[config.mk]
export PLATFORM = sky130hd
export DESIGN_NAME = psc_reduce
export DESIGN_NICKNAME = d
export VERILOG_FILES = /design/src/sv/psc_pkg.sv /design/src/sv/psc_reduce.sv
export SDC_FILE = /design/constraint.sdc
export NUM_CORES = 1
export LEC_CHECK = 0
export BUFFER_PORTS_ARGS = -buffer_cell sky130_fd_sc_hd__buf_2
export CORE_MARGIN = 2
export CORE_UTILIZATION = 60
export CTS_CLUSTER_SIZE = 40
export DETAILED_ROUTE_END_ITERATION = 8
export GPL_TIMING_DRIVEN = 0
export HOLD_SLACK_MARGIN = 0.03
export PLACE_DENSITY = 0.78
export RECOVER_POWER = 50
export SLEW_MARGIN = 5
export SYNTH_ARGS = -nofsm -noshare
export SYNTH_HDL_FRONTEND = slang
export SYNTH_SLANG_ARGS = --single-unit
[constraint.sdc]
create_clock -name clock -period 9.21 [get_ports clock]
set_input_delay 1.3815 -clock clock [delete_from_list [all_inputs] [get_ports clock]]
set_output_delay 1.3815 -clock clock [all_outputs]
set_load 0.05 [all_outputs]
[src/sv/psc_pkg.sv]
// psc_pkg: widths, fixed-point constants and stage payload types of the
// parabolic sine / cosine pipeline. No dependencies.
`default_nettype none

package psc_pkg;

   // port field widths
   localparam int ANGLE_W = 22;
   localparam int VALUE_W = 18;
   localparam int DEF_ANGLE_FRAC_BITS = 16;

   // internal angle and amplitude format is Q28
   localparam int WORK_BITS = 28;
   localparam int OUT_FRAC_BITS = 16;
   localparam int OUT_SHIFT = WORK_BITS - OUT_FRAC_BITS;

   localparam longint Q_PI = 64'sd843314857;
   localparam longint Q_TWO_PI = 64'sd1686629713;
   localparam longint Q_HALF_PI = 64'sd421657428;
   localparam longint Q_B = 64'sd341782638;
   localparam longint Q_C = 64'sd108792793;
   localparam longint Q_P = 64'sd60397978;
   localparam longint Q_ONE = 64'sd1 <<< WORK_BITS;
   localparam longint Q_HALF = 64'sd1 <<< (WORK_BITS - 1);
   localparam int TWO_PI_W = 31;

   // quotient estimate by reciprocal multiply
   localparam int RECIP_SHIFT = 32;
   localparam int QUOT_W = 9;

   // datapath widths
   localparam int X_W = 30;
   localparam int X2_W = 32;
   localparam int BX_W = 59;
   localparam int CX_W = 59;
   localparam int ACC_W = 61;
   localparam int Y_W = 29;
   localparam int DIF_W = 27;
   localparam int PD_W = 53;

   // reduced angle in [0, pi) and the sign of the result
   typedef struct packed {
      logic [X_W-1:0] x;
      logic neg;
   } red_type;

   // parabola after saturation, scaled correction term and sign
   typedef struct packed {
      logic [Y_W-1:0] y;
      logic [PD_W-1:0] pd;
      logic neg;
   } poly_type;

endpackage

`default_nettype wire

[src/sv/psc_reduce.sv]
// psc_reduce: three-stage angle reduction, cosine offset and wrap modulo
// two pi, then fold into [0, pi). Depends on psc_pkg.
`default_nettype none

module psc_reduce
   import psc_pkg::*;
#(
   parameter int ANGLE_FRAC_BITS = DEF_ANGLE_FRAC_BITS
) (
   input  logic clock,
   input  logic reset,
   input  logic up_valid,
   output logic up_ready,
   input  logic up_cmd,
   input  logic signed [ANGLE_W-1:0] up_angle,
   output logic dn_valid,
   input  logic dn_ready,
   output red_type dn_red
);

   localparam int SHIFT = WORK_BITS - ANGLE_FRAC_BITS;
   localparam int A_W = ((ANGLE_W + SHIFT > TWO_PI_W) ? ANGLE_W + SHIFT : TWO_PI_W) + 2;
   localparam int P_W = RECIP_SHIFT + QUOT_W;
   localparam int D_W = 48;
   localparam int R_W = TWO_PI_W + 2;
   localparam logic [63:0] TWO_PI_64 = 64'(Q_TWO_PI);
   localparam logic [63:0] RECIP_K =
      ((64'd1 << (RECIP_SHIFT + SHIFT)) + TWO_PI_64 / 2) / TWO_PI_64;
   localparam logic signed [P_W-1:0] RECIP_K_P = $signed(P_W'(RECIP_K));
   localparam logic signed [A_W-1:0] HALF_PI_A = A_W'(Q_HALF_PI);
   localparam logic signed [A_W-1:0] ZERO_A = '0;
   localparam logic signed [D_W-1:0] TWO_PI_D = D_W'(Q_TWO_PI);
   localparam logic signed [R_W-1:0] TWO_PI_R = R_W'(Q_TWO_PI);
   localparam logic signed [R_W-1:0] PI_R = R_W'(Q_PI);
   localparam logic signed [R_W-1:0] ZERO_R = '0;

   logic [2:0] valid_ff, valid_in, en;

   logic signed [P_W-1:0] angle_p, prod;
   logic signed [A_W-1:0] a_ff, a_in;
   logic signed [QUOT_W-1:0] q_ff, q_in;
   logic signed [D_W-1:0] r0_full;
   logic signed [R_W-1:0] r0_ff, r0_in, r1;
   red_type red_ff, red_in;

   // a stage moves when it is empty or the next one moves
   always_comb begin
      en[2] = !valid_ff[2] || dn_ready;
      en[1] = !valid_ff[1] || en[2];
      en[0] = !valid_ff[0] || en[1];
      valid_in[0] = en[0] ? up_valid : valid_ff[0];
      valid_in[1] = en[1] ? valid_ff[0] : valid_ff[1];
      valid_in[2] = en[2] ? valid_ff[1] : valid_ff[2];
   end

   assign up_ready = en[0];
   assign dn_valid = valid_ff[2];
   assign dn_red = red_ff;

   // stage 1: angle to Q28 plus offset, and turn count estimate from the raw angle
   assign angle_p = P_W'(up_angle);
   assign prod = angle_p * RECIP_K_P;
   assign q_in = prod[P_W-1 -: QUOT_W];
   assign a_in = (A_W'(up_angle) <<< SHIFT) + (up_cmd ? HALF_PI_A : ZERO_A);

   // stage 2: remove whole turns, estimate may be one off either way
   assign r0_full = D_W'(a_ff) - D_W'(q_ff) * TWO_PI_D;
   assign r0_in = r0_full[R_W-1:0];

   // stage 3: fix the estimate, then fold the upper half turn
   always_comb begin
      if (r0_ff < ZERO_R) begin
         r1 = r0_ff + TWO_PI_R;
      end else if (r0_ff >= TWO_PI_R) begin
         r1 = r0_ff - TWO_PI_R;
      end else begin
         r1 = r0_ff;
      end
      if (r1 >= PI_R) begin
         red_in.x = X_W'(r1 - PI_R);
         red_in.neg = 1'b1;
      end else begin
         red_in.x = X_W'(r1);
         red_in.neg = 1'b0;
      end
   end

   always_ff @(posedge clock) begin
      if (reset) begin
         valid_ff <= '0;
      end else begin
         valid_ff <= valid_in;
      end
   end

   always_ff @(posedge clock) begin
      if (en[0]) begin
         a_ff <= a_in;
         q_ff <= q_in;
      end
      if (en[1]) begin
         r0_ff <= r0_in;
      end
      if (en[2]) begin
         red_ff <= red_in;
      end
   end

   a_turn_estimate: assert property (@(posedge clock) disable iff (reset)
      valid_ff[0] |-> (r0_in >= -TWO_PI_R && r0_in < (TWO_PI_R <<< 1)))
      else $error("turn estimate off by more than one");

   a_reduced_range: assert property (@(posedge clock) disable iff (reset)
      valid_ff[2] |-> (red_ff.x < X_W'(Q_PI)))
      else $error("reduced angle not below pi");

endmodule

`default_nettype wire

# Yosys cells after proc, flatten, opt, wreduce, memory -nomap -nowiden
# Cells that the tools add are included.
[op_classes] addsub=5 mul=2 n_lt_le_gt_ge=3 muxes=4 n_reduce_logical=6
[ops] operator="$mux 33" n=2
[ops] operator="$mul 22x14->36 const B" n=1
[ops] operator="$add 33x30->33" n=1
[ops] operator="$add 33x32->33 const B" n=1
[ops] operator="$ge 33x31->1 const B" n=1
[ops] operator="$ge 33x32->1 const B" n=1
[ops] operator="$lt 33x1->1 const B" n=1
[ops] operator="$mul 5x32->33 const B" n=1
[ops] operator="$sub 33x32->33 const B" n=1
[ops] operator="$sub 33x33->33" n=1
[ops] operator="$mux 31" n=1
[ops] operator="$sub 30x29->30 const B" n=1
[ops] operator="$mux 29" n=1
[ops] operator="$logic_not 1->1" n=3
[ops] operator="$logic_or 1x1->1" n=3
[totals] ff_bits=105 inputBits=27 output_inout_bits=33

# Longest topological paths before layout
# Gate-level depths: netlist of the first run.
[logic_depth] depth_word=5 mapped_depth=25 depth_no_buf=25

# Worst setup path after synthesis of the first run
# OpenSTA, ideal clock, no wires.
[synth_timing] path_type="input-to-reg" from="input port up_angle[9]" to="register q_ff[3], data pin" setup_time_ns=0.273 arrival_time_ns=6.606 slack_ns=2.332 path_stages=20 n_path_buf=0 cell_sequence="inv_1 -> fa_1 -> fa_1 -> inv_1 -> ha_1 -> inv_1 -> fa_1 -> inv_1 -> fa_1 -> inv_1 -> fa_1 -> inv_1 -> ha_1 -> a21o_1 -> a211o_1 -> o21bai_1 -> a2111oi_0 -> nor3_1 -> a2111oi_0 -> xnor2_1"
[synth_between] elab_chain_cells=1
[synth_lines] element="start, declared" line="psc_reduce.sv:15" source="input logic signed [ANGLE_W-1:0] up_angle,"
[synth_lines] element="$mul 22x14->36" line="psc_reduce.sv:62" source="assign prod = angle_p * RECIP_K_P;"
[synth_lines] element="net prod[35]" line="psc_reduce.sv:39" source="logic signed [P_W-1:0] angle_p, prod;"
[synth_lines] element="end signal, assigned" line="psc_reduce.sv:99" source="q_ff <= q_in;"
[synth_lines] element="end, declared" line="psc_reduce.sv:41" source="logic signed [QUOT_W-1:0] q_ff, q_in;"
# The timed path passes the listed nets, and every way through them passes these cells.
# A chain may end at the register's enable or synchronous reset.

# Final worst setup path of the first run
[layout_timing] from="input port up_angle[21]" to="register q_ff[3], data pin"
# Same word-level chain as after synthesis.

==> results by stage, run 1 <==
Status:
- The run finished with clean final reports.

Floorplan:
- The die is 162 um tall.
- The number of placement rows is 57.
- During I/O placement, the number of pins put on the boundary was 60.
- The die is ~160 um wide.
- The floorplan die area is 26300 um2.
- Once the floorplan was initialized, standard cells occupied approximately three fifths of the core.
- The core region is 24500 um2.

Logic synthesis:
- After synthesis the netlist holds a flip-flop and latch count of 94.
- Each instance of the synthesized netlist takes up on average roughly 9.4 um2.
- The share of the yosys chip area belonging to registers is 18.6%.
- The count of yosys warnings during synthesis is 0.
- The async set-or-reset flop fraction in the synthesized netlist is 0%.
- The number of enable flip-flop cells after synthesis is 91.
- The count of different cell masters after synthesis is 91.
- The net count of the mapped netlist is 1979.
- The cell area after synthesis is around 15000 um2.
- By count the netlist is led by sky130_fd_sc_hd__inv_1 (331), sky130_fd_sc_hd__ha_1 (202), sky130_fd_sc_hd__fa_1 (158).
- Yosys instantiated no cell more often than sky130_fd_sc_hd__inv_1.
- Synthesis handed over a netlist of 1592 instances.
- Summed over all instances, the cell type with the most area after synthesis is sky130_fd_sc_hd__fa_1.
- The share of Yosys cell area claimed by the top area cell type is between 20% and 30%.
- By area the synthesized netlist is led by sky130_fd_sc_hd__fa_1 (21%), sky130_fd_sc_hd__edfxtp_1 (18%), sky130_fd_sc_hd__ha_1 (17%).
- For this run, the leading register cell type out of synthesis is sky130_fd_sc_hd__edfxtp_1.

Clock network:
- No sink is reached through more buffers than the 2 on the longest clock path.
- After clock tree synthesis, the clock-pin slew on the worst setup and hold paths is 70 ps.
- Post-CTS timing repair inserted 0 buffers for setup.
- The clock net sink count is 94.
- Clock tree synthesis selected as its root buffer the cell sky130_fd_sc_hd__clkbuf_16.
- After clock tree synthesis, the repair step resized 0 gates.
- The count of hold buffers inserted by post-cts repair is 0.
- The clock insertion delay at the later pin of the skew report is 350 ps.
- TritonCTS built the clock tree.
- In this run the number of H-tree levels came out at 3.
- The number of buffers created by CTS is 9.

Hold path:
- The worst hold path class is flip-flop to flip-flop.

Drt:
- Once detail routing completed, the nets flagged for antenna violations numbered 0.
- The first routing iteration left 906 violations.
- After detailed routing, the number of vias per cell comes to about 5.8.
- After detailed routing, the number of remaining DRC violations is 0.
- The final wirelength is 35100 um.
- The iteration count of the initial detailed-routing pass is 5.
- In the final routed layout, each cell accounts on average for 17.6 um.
- The total via count in the routed design is 11621.

Timing:
- Clock skew on the completed layout was measured at 10.8 ps.
- The number of hold violations in the final report came to 0.
- The transition time at the pin with the least slew margin is 1340 ps.
- Static timing analysis puts the maximum clock frequency at 0.118 GHz.
- The max-slew violation count is 0.
- The aggregate negative setup slack is 0 ps.
- The worst slew margin relative to its limit is approximately 8.5%.
- The clock period could shrink to 8470 ps.
- The final period utilization is between 90% and 100%.
- Setup violations remaining at the end of the flow were counted as 0.
- Setup repair after global routing left no endpoint under its margin.

Critical path:
- The startpoint type of the worst setup path is an input pin.
- The sort of element at the end of the critical path is a flip-flop.
- The worst endpoint data arrival time is about 8500 ps.
- The critical path is of the input pin to flip-flop type.
- For the worst setup path, the data required time is slightly above 9000 ps.
- The largest driver fanout on the critical path is 19.

Global routing:
- Entering global routing, the biggest net connects 34 pins.
- For this run, global-route usage on met3 was measured as 2.55%.
- The met2 track demand over resource is 50.9%.
- The layer flagged by global routing as most heavily used is met2.
- The first-pass GRT wire length is 58500 um.
- The total overflow reported by the global router is 0.
- The number of global-route vias before repair was approximately 12000.
- The number of antenna violations at the first check in global routing is 0.
- For this run, global-route usage on met1 was measured as between 30% and 40%.
- For this run, the total global-route usage over all layers was measured as 28.1%.

Finish:
- The number of nets in the final layout is 2049.
- The share of layout cells above drive strength 1 is 5.40%.
- The area growth from synthesis to layout is 6.69%.
- The repair_antennas step left the layout with diodes totalling 0.

Placement:
- During placement, the flow inserted port buffers numbering 59.
- The global placement routability congestion is 0.996.
- The half-perimeter wire length after detailed placement is 28800 um.

Flow run:
- The number of max-cap violations is 0.
==> final cells by class <==
type                            instances  area (um2)
Tap cell                              324         405
Clock inverter                          7         120
Sequential cell                        94        2790
Inverter                              332        1250
Multi-Input combinational cell       1128       10800
Fill cell                            1965        8450
Timing Repair Buffer                   59         254
Clock buffer                            9         225
Buffer                                 38         185
==> stage by stage <==
step                setup WS (ps)  cells  hold slack, ps  utilization [%]  area, um2
floorplan                    2330   1592             432                -      15000
global placement              433   1975             450             64.2      15700
detailed placement            380   1975             465             64.2      15700
CTS                           745   1991             479             65.6      16100
global route                  352   1991             540             65.5      16000
finish                        740   1991             483             65.5      16000
==> cells by family (layout without fill, tap and decap cells) <==
| group | count (synthesis) | count (layout) | synth area share (%) |
|---|---|---|---|
| multiplexers | 9 | 9 | 0.625 |
| AO/OA/AOI/OAI | 326 | 326 | 14.9 |
| flip-flops | 94 | 94 | 18.6 |
| adder cells (fa/ha/maj) | 360 | 360 | 37.9 |
| buffers and inverters | 370 | 445 | 9.53 |
| XOR/XNOR | 133 | 133 | 7.81 |
| AND/OR/NAND/NOR | 300 | 300 | 10.6 |
==> final timing paths <==
check / endpoint / depth (start not counted) / from / slack (ps)
worst max-delay path: q_ff[3]$_DFFE_PP_ / 22 / up_angle[21] / 740
worst min-delay path: valid_ff[2]$_SDFFE_PP0P_ / 2 / valid_ff[1]$_SDFFE_PP0P_ / 480
worst max register to register: dn_red[4]$_DFFE_PP_ / 15 / r0_ff[22]$_DFFE_PP_ / 3380
worst min register to register: valid_ff[2]$_SDFFE_PP0P_ / 2 / valid_ff[1]$_SDFFE_PP0P_ / 480
==> critical path: stages <==
cell	delay (ps)
sky130_fd_sc_hd__buf_2	420
sky130_fd_sc_hd__clkinv_1	860
sky130_fd_sc_hd__fa_1	830
sky130_fd_sc_hd__xnor2_1	140
sky130_fd_sc_hd__xnor2_1	100
sky130_fd_sc_hd__ha_1	310
sky130_fd_sc_hd__inv_1	50
sky130_fd_sc_hd__fa_1	470
sky130_fd_sc_hd__inv_1	50
sky130_fd_sc_hd__fa_1	520
sky130_fd_sc_hd__inv_1	50
sky130_fd_sc_hd__fa_1	490
sky130_fd_sc_hd__inv_1	50
sky130_fd_sc_hd__ha_1	300
sky130_fd_sc_hd__nand3_1	70
sky130_fd_sc_hd__nor2_1	60
sky130_fd_sc_hd__a21oi_1	120
sky130_fd_sc_hd__nand2_1	150
sky130_fd_sc_hd__a2111oi_0	1130
sky130_fd_sc_hd__nor3_1	160
sky130_fd_sc_hd__a2111oi_0	600
sky130_fd_sc_hd__xnor2_1	200
==> metal layers <==
layer,vias up,routed length (um)
met5,-,0
met4,0,1380
met3,94,1440
met2,342,17800
met1,5678,14500
li1,5507,-
==> cell usage in the layout, fill, tap and decap left out, types with 9 or more instances in the layout <==
master,synthesis,final
sky130_fd_sc_hd__xnor2_1,95,95
sky130_fd_sc_hd__nor3_1,18,18
sky130_fd_sc_hd__xor2_1,37,37
sky130_fd_sc_hd__nor2_1,63,63
sky130_fd_sc_hd__clkbuf_1,20,53
sky130_fd_sc_hd__clkbuf_16,0,9
sky130_fd_sc_hd__nor2b_1,10,10
sky130_fd_sc_hd__nand2b_1,12,12
sky130_fd_sc_hd__nand3_1,32,32
sky130_fd_sc_hd__nand2_1,72,72
sky130_fd_sc_hd__o21bai_1,9,9
sky130_fd_sc_hd__ha_1,202,202
sky130_fd_sc_hd__and3_1,20,20
sky130_fd_sc_hd__edfxtp_1,91,91
sky130_fd_sc_hd__o211ai_1,15,15
sky130_fd_sc_hd__nor4_1,10,10
sky130_fd_sc_hd__a31oi_1,14,14
sky130_fd_sc_hd__inv_1,331,330
sky130_fd_sc_hd__a21oi_1,65,65
sky130_fd_sc_hd__a21o_1,35,35
sky130_fd_sc_hd__a211oi_1,12,12
sky130_fd_sc_hd__o21a_1,17,17
sky130_fd_sc_hd__o21ai_0,65,65
sky130_fd_sc_hd__fa_1,158,158
sky130_fd_sc_hd__buf_2,7,33
==> sequential cells by signal, summed over array words and instances (netlist names) <==
name      cells
valid_ff      3
q_ff          5
a_ff         22
r0_ff        33
dn_red       31
Power of run 1 is not shown: default switching activity piles up to over one toggle a cycle in this logic, so the estimate is an artifact.
==> run 2: changes to the inputs <==
--- a/config.mk
+++ b/config.mk
@@ -14,6 +14,7 @@
 export HOLD_SLACK_MARGIN = 0.03
 export PLACE_DENSITY = 0.78
 export RECOVER_POWER = 50
+export REMOVE_ABC_BUFFERS = 1
 export SLEW_MARGIN = 5
 export SYNTH_ARGS = -nofsm -noshare
 export SYNTH_HDL_FRONTEND = slang
==> run 2 against run 1 <==
  * Via count shrank 5.1%
  * Clock skew down 2.8 ps
  * Non-clock buffer count is 37 lower
  * Routed wire length shrank 9.6%
  * Final cell count down 1.9%
==> results by stage, run 2 (same netlist as run 1, synthesis figures left out) <==
Timing:
- The number of hold violations in the final report was 0 (unchanged).
- The final worst slack came to 872 ps (was 740 ps).
- The maximum frequency from static timing analysis is 0.120 GHz (was 0.118 GHz).
- The maximum clock skew at final layout was 7.99 ps (was 10.8 ps).
- The final count of negative-setup-slack endpoints is 0 (unchanged).
- The aggregate negative setup slack came to 0 ps (unchanged).
- The final period utilization came to 90.5% (was 92.0%).
- The transition time at the pin with the least slew margin is 1320 ps (was 1340 ps).
- The final critical path time including I/O delays and setup is 8340 ps (was 8470 ps).
- The max-slew violation count is 0 (unchanged).
- The worst slew margin relative to its limit is 9.76% (was 8.53%).
- RSZ-0062 raised after global routing: no (unchanged).

Finish:
- The share of layout cells above drive strength 1 is 4.79% (was 5.40%).
- The most common cell after layout, fill and taps aside was sky130_fd_sc_hd__inv_1 (unchanged).
- The flip-flop count of the largest register after layout is 33 (unchanged).
- The final non-filler cell total is 1954 (was 1991).
- The total inserted antenna cells was 0 (unchanged).
- The area added between synthesis and finish is 5.34% (was 6.69%).
- The share of the core filled with cells was 64.6% (was 65.5%).
- Commonest cells after routing, fill and taps aside: sky130_fd_sc_hd__inv_1 (331), sky130_fd_sc_hd__ha_1 (202), sky130_fd_sc_hd__fa_1 (158), sky130_fd_sc_hd__xnor2_1 (95), sky130_fd_sc_hd__edfxtp_1 (91) (was sky130_fd_sc_hd__inv_1 (330), sky130_fd_sc_hd__ha_1 (202), sky130_fd_sc_hd__fa_1 (158), sky130_fd_sc_hd__xnor2_1 (95), sky130_fd_sc_hd__edfxtp_1 (91)).
- The register with the most flip-flops is r0_ff (unchanged).
- The number of nets in the final layout is 2012 (was 2049).

Drt:
- The via density per instance is 5.65 (was 5.84).
- The number of nets still failing antenna checks after routing is 0 (unchanged).
- The DRC violation count after routing is 0 (unchanged).
- The iteration count of the initial detailed-routing pass is 4 (was 5).
- The wire length per cell after detailed routing is 16.2 um (was 17.6 um).
- The number of DRC markers in iteration 0 is 614 (was 906).
- The final wirelength is 31700 um (was 35100 um).
- The total via count in the routed design is 11033 (was 11621).

Clock network:
- The number of gates given a new drive strength after cts is 0 (unchanged).
- The count of hold buffers inserted by post-cts repair is 0 (unchanged).
- The clock insertion delay at the later pin of the skew report is 360 ps (was 350 ps).
- The library cell used as clock root buffer is sky130_fd_sc_hd__clkbuf_16 (unchanged).
- The clock transition at the register clock pins on the worst setup and hold paths after CTS is 70 ps (about the same).
- The clock net sink count is 94 (unchanged).
- The TritonCTS clock tree is yes (unchanged).
- The number of buffers created by CTS is 9 (unchanged).
- The worst-case clock buffer depth came to 2 (unchanged).
- The count of H-tree levels built during CTS is 3 (unchanged).
- The setup fix buffers added after clock tree synthesis came to 0 (unchanged).

Floorplan:
- The floorplan die area is 26300 um2 (unchanged).
- The number of placement rows was 57 (unchanged).
- The number of primary I/O pins is 60 (unchanged).
- The initial core utilization was 61.4% (unchanged).
- The core outline area is 24500 um2 (unchanged).
- The die width was 162 um (unchanged).
- The overall die height is 162 um (unchanged).

Placement:
- The count of input and output buffers is 59 (unchanged).
- The worst-case setup slack after placement came to 303 ps (was 380 ps).
- The global placement routability congestion is 0.931 (was 0.996).
- The half-perimeter wire length after detailed placement is 26400 um (was 28800 um).
- The number of cells in the design after placement is 1938 (was 1975).

Critical path:
- The startpoint type of the worst setup path was an input pin (unchanged).
- The largest driver fanout on the critical path is 28 (was 19).
- The critical path data required time is 9310 ps (was 9280 ps).
- The sort of element at the end of the critical path was a flip-flop (unchanged).
- The type of the worst setup path is input pin to flip-flop (unchanged).
- The worst endpoint data arrival time is 8440 ps (was 8540 ps).
- The largest stage delay on the critical path is 950 ps (was 1130 ps).
- The standard cell with the maximum stage delay on the critical path is sky130_fd_sc_hd__clkinv_1 (was sky130_fd_sc_hd__a2111oi_0).
- CP Cell Sequence: buf_2 -> clkinv_1 -> fa_1 -> xnor2_1 -> xnor2_1 -> ha_1 -> inv_1 -> fa_1 -> inv_1 -> fa_1 -> inv_1 -> fa_1 -> inv_1 -> ha_1 -> nand3_1 -> nor2_1 -> a21oi_1 -> nand2_1 -> a2111oi_0 -> nor3_1 -> a2111oi_0 -> xnor2_1 (unchanged).

Global routing:
- The first-pass GRT wire length came to 53900 um (was 58500 um).
- The number of antenna violations at the first check in global routing is 0 (unchanged).
- The pin count of the biggest net entering global routing is 34 (unchanged).
- The global-route total usage across every layer is 25.5% (was 28.1%).
- The number of global-route vias before repair is 11322 (was 12117).
- The total overflow reported by the global router came to 0 (unchanged).

Status:
- Status: completed (unchanged).

Hold path:
- The worst hold path class is flip-flop to flip-flop (unchanged).

Flow run:
- The number of max-cap violations is 0 (unchanged).
==> run 2: cell count changes in the layout (fill, tap and decap cells not counted), moves of 2 or more <==
cell,delta
sky130_fd_sc_hd__clkbuf_1,-19
sky130_fd_sc_hd__clkinv_1,-2
sky130_fd_sc_hd__buf_2,-7
sky130_fd_sc_hd__buf_1,-5
sky130_fd_sc_hd__buf_4,-3
sky130_fd_sc_hd__bufinv_16,-2
sky130_fd_sc_hd__buf_6,-3
==> run 2: path summary, 6_finish.rpt <==
check	from	end	slack, ps	cells past startpoint
hold reg to reg	valid_ff[1]$_SDFFE_PP0P_	valid_ff[2]$_SDFFE_PP0P_	460	2
hold / removal	valid_ff[1]$_SDFFE_PP0P_	valid_ff[2]$_SDFFE_PP0P_	460	2
setup / recovery	up_angle[21]	q_ff[3]$_DFFE_PP_	870	22
setup reg to reg	r0_ff[32]$_DFFE_PP_	dn_red[4]$_DFFE_PP_	1890	14
==> run 2: routing by layer <==
metal	up-vias	track usage (%)	wire, um
met5	-	0	0
met4	0	10.7	1240
met3	60	3.09	1100
met2	254	47.3	16500
met1	5277	29.6	13000
li1	5442	-	-
==> run 2: area by class of cell <==
type / instances / area [um2]
Timing Repair Buffer: 60 / 282
Clock buffer: 10 / 229
Clock inverter: 6 / 71.3
Sequential cell: 94 / 2790
Multi-Input combinational cell: 1128 / 10800
Fill cell: 1990 / 8650
Tap cell: 324 / 405
Inverter: 332 / 1250
==> run 2: worst max-delay path, delay by kind of cell <==
family          cells  cell delay [ps]
buf+inv             6             1720
simple gates        4              460
xor+xnor            3              350
fa+ha+maj           6             2970
compound gates      3             1540
==> run 2: metrics by stage <==
stage                     instance area (um2)  hold WS, ps
after floorplan                         14800          432
after global placement                  15500          437
after detailed placement                15600          448
after CTS                               15900          463
after global routing                    15800          510
final                                   15800          459
Power of run 2 is left out for the same reason.
==> run 3: changes to the inputs <==
--- a/config.mk
+++ b/config.mk
@@ -11,7 +11,8 @@
 export CTS_CLUSTER_SIZE = 40
 export DETAILED_ROUTE_END_ITERATION = 8
 export GPL_TIMING_DRIVEN = 0
-export HOLD_SLACK_MARGIN = 0.03
+export HOLD_SLACK_MARGIN = 0.06
+export MAX_ROUTING_LAYER = met4
 export PLACE_DENSITY = 0.78
 export RECOVER_POWER = 50
 export REMOVE_ABC_BUFFERS = 1
==> run 3 against run 2 <==
  * The run now ends with max-capacitance violations, max-slew violations left
  * Final cell count about the same
  * Clock skew down 1.4 ps
  * Non-clock buffer count up 1
  * Count of clock-buffer cells in the layout unchanged
  * Routed wire length up 0.96%
  * Die area unchanged
  * Via count up 0.90%
  * Critical path type unchanged
  * Highest routed layer unchanged
==> results by stage, run 3 (same netlist as run 1, synthesis figures left out) <==
Critical path:
- The number of buffers and inverters on the critical path is 6 (unchanged).
- The worst reg2reg path depth came to 14 (unchanged).
- CP Cell Sequence: buf_2 -> clkinv_1 -> fa_1 -> xnor2_1 -> xnor2_1 -> ha_1 -> inv_1 -> fa_1 -> inv_1 -> fa_1 -> inv_1 -> fa_1 -> inv_1 -> ha_1 -> nand3_1 -> nor2_1 -> a21oi_1 -> nand2_1 -> a2111oi_0 -> nor3_1 -> a2111oi_0 -> xnor2_1 (unchanged).
- The standard cell with the maximum stage delay on the critical path is sky130_fd_sc_hd__clkinv_1 (unchanged).
- The family with the most delay on the worst path is adder cells (unchanged).
- The worst endpoint data arrival time is 8490 ps (was 8440 ps).
- The type of the worst setup path is input pin to flip-flop (unchanged).
- The startpoint type of the worst setup path is an input pin (unchanged).
- The largest stage delay on the critical path came to 930 ps (was 950 ps).
- The register-to-register setup slack is 2360 ps (was 1890 ps).
- The destination of the worst register-to-register timing path is dn_red[4]$_DFFE_PP_ (unchanged).
- The worst reg2reg path startpoint was r0_ff[32]$_DFFE_PP_ (unchanged).
- The sort of element at the end of the critical path is a flip-flop (unchanged).
- The critical path data required time was 9300 ps (was 9310 ps).
- The largest driver fanout on the critical path is 28 (unchanged).

Global routing:
- The pin count of the biggest net entering global routing was 34 (unchanged).
- The total overflow reported by the global router is 0 (unchanged).
- The number of global-route vias before repair is 11313 (was 11322).
- The global-route total usage across every layer is 26.3% (was 25.5%).
- The first-pass GRT wire length is 53800 um (was 53900 um).
- The number of antenna violations at the first check in global routing came to 0 (unchanged).

Timing:
- The aggregate negative setup slack is 0 ps (unchanged).
- The final count of negative-setup-slack endpoints is 0 (unchanged).
- The final critical path time including I/O delays and setup is 8400 ps (was 8340 ps).
- The final worst slack came to 809 ps (was 872 ps).
- The number of hold violations in the final report is 0 (unchanged).
- The max-slew violation count came to 1 (was 0).
- The final period utilization was 91.2% (was 90.5%).
- The maximum clock skew at final layout came to 6.62 ps (was 7.99 ps).
- The worst slew margin relative to its limit was -2.18% (was 9.76%).
- The maximum frequency from static timing analysis was 0.119 GHz (was 0.120 GHz).
- The transition time at the pin with the least slew margin is 1490 ps (was 1320 ps).
- RSZ-0062 raised after global routing: no (unchanged).

Clock network:
- The TritonCTS clock tree is yes (unchanged).
- The library cell used as clock root buffer is sky130_fd_sc_hd__clkbuf_16 (unchanged).
- The clock insertion delay at the later pin of the skew report is 360 ps (about the same).
- The number of gates given a new drive strength after cts is 0 (unchanged).
- The setup fix buffers added after clock tree synthesis is 0 (unchanged).
- The count of H-tree levels built during CTS came to 3 (unchanged).
- The worst-case clock buffer depth is 2 (unchanged).
- The clock transition at the register clock pins on the worst setup and hold paths after CTS is 70 ps (about the same).
- The number of buffers created by CTS is 9 (unchanged).
- The count of hold buffers inserted by post-cts repair is 0 (unchanged).
- The clock net sink count was 94 (unchanged).

Drt:
- The total via count in the routed design is 11132 (was 11033).
- The final wirelength is 32000 um (was 31700 um).
- The number of nets still failing antenna checks after routing came to 0 (unchanged).
- The wire length per cell after detailed routing came to 16.4 um (was 16.2 um).
- The number of DRC markers in iteration 0 came to 514 (was 614).
- The DRC violation count after routing is 0 (unchanged).
- The via density per instance is 5.69 (was 5.65).
- The iteration count of the initial detailed-routing pass came to 5 (was 4).

Hold path:
- The hold path startpoint is valid_ff[1]$_SDFFE_PP0P_ (unchanged).
- The worst hold path class was flip-flop to flip-flop (unchanged).
- The worst min-delay path endpoint is valid_ff[2]$_SDFFE_PP0P_ (unchanged).
- The cell depth of the worst hold path is 2 (unchanged).

Floorplan:
- The initial core utilization came to 61.4% (unchanged).
- The number of primary I/O pins is 60 (unchanged).
- The floorplan die area is 26300 um2 (unchanged).
- The core outline area is 24500 um2 (unchanged).
- The overall die height is 162 um (unchanged).
- The die width came to 162 um (unchanged).
- The number of placement rows is 57 (unchanged).

Flow run:
- The number of max-cap violations is 1 (was 0).

Finish:
- The total inserted antenna cells is 0 (unchanged).
- The flip-flop count of the largest register after layout is 33 (unchanged).
- The number of filler cells placed in the layout is 1996 (was 1990).
- Commonest cells after routing, fill and taps aside: sky130_fd_sc_hd__inv_1 (331), sky130_fd_sc_hd__ha_1 (202), sky130_fd_sc_hd__fa_1 (158), sky130_fd_sc_hd__xnor2_1 (95), sky130_fd_sc_hd__edfxtp_1 (91) (unchanged).
- The most common cell after layout, fill and taps aside is sky130_fd_sc_hd__inv_1 (unchanged).
- The number of nets in the final layout came to 2013 (was 2012).
- The area used by multi-input combinational logic is 10800 um2 (unchanged).
- The area added between synthesis and finish is 5.44% (was 5.34%).
- The register area is 2790 um2 (unchanged).
- The final non-filler cell total was 1955 (was 1954).
- The register with the most flip-flops is r0_ff (unchanged).
- The share of layout cells above drive strength 1 is 4.84% (was 4.79%).

Placement:
- The worst-case setup slack after placement was 164 ps (was 303 ps).
- The number of cells in the design after placement is 1939 (was 1938).
- The half-perimeter wire length after detailed placement was 26700 um (was 26400 um).
- The global placement routability congestion came to 0.942 (was 0.931).
- The count of input and output buffers is 59 (unchanged).

Status:
- Status: finished, violations left (was completed).
- The final reports fail on max-capacitance violations, max-slew violations.
## run 3: cell types whose count changed in the layout (fill, tap and decap cells not counted), sizes merged
cell / before / now
buf: 27 / 28
## run 3: worst max-delay path by stage
stage	startpoint	endpoint	slack, ps	depth (start not counted)
after global placement	up_angle[21]	q_ff[3]$_DFFE_PP_	320	22
after CTS	up_angle[21]	q_ff[3]$_DFFE_PP_	530	22
after detailed placement	up_angle[21]	q_ff[3]$_DFFE_PP_	160	22
after floorplan	up_angle[9]	q_ff[3]$_DFFE_PP_	2330	20
after global routing	up_angle[21]	q_ff[3]$_DFFE_PP_	80	22
final	up_angle[21]	q_ff[3]$_DFFE_PP_	810	22
## run 3: metrics by stage
stage	hold slack [ps]	utilization (%)	area (um2)
floorplan	432	-	14800
CTS	463	64.9	15900
global route	520	64.7	15800
finish	463	64.7	15800
detailed placement	447	63.6	15600
global placement	438	63.5	15500
## run 3: per-layer routing
metal / GRT usage [%] / wire [um] / vias to the layer above
met5: - / 0 / -
met3: 2.40 / 1140 / 65
li1: - / - / 5437
met2: 47.7 / 16600 / 273
met4: 11.6 / 1250 / 0
met1: 29.6 / 13100 / 5357
## run 3: area by class of cell
cell class,count,area share (%)
clock buffer,10,1.45
tap,324,2.56
multi-input combinational,1128,68.2
inverter,332,7.87
timing repair buffer,61,1.87
clock inverter,6,0.451
sequential,94,17.6
## run 3: worst register-to-register path, delay by kind of cell, from the launching register on
family | cells | cell delay, ps
buffers and inverters | 1 | 670
DFF | 1 | 600
AOI/OAI and AO/OA | 6 | 2270
and+or+nand+nor | 5 | 2610
xor gates and xnor gates | 1 | 190
adders and majority gates | 1 | 230
Power of run 3 is left out for the same reason.
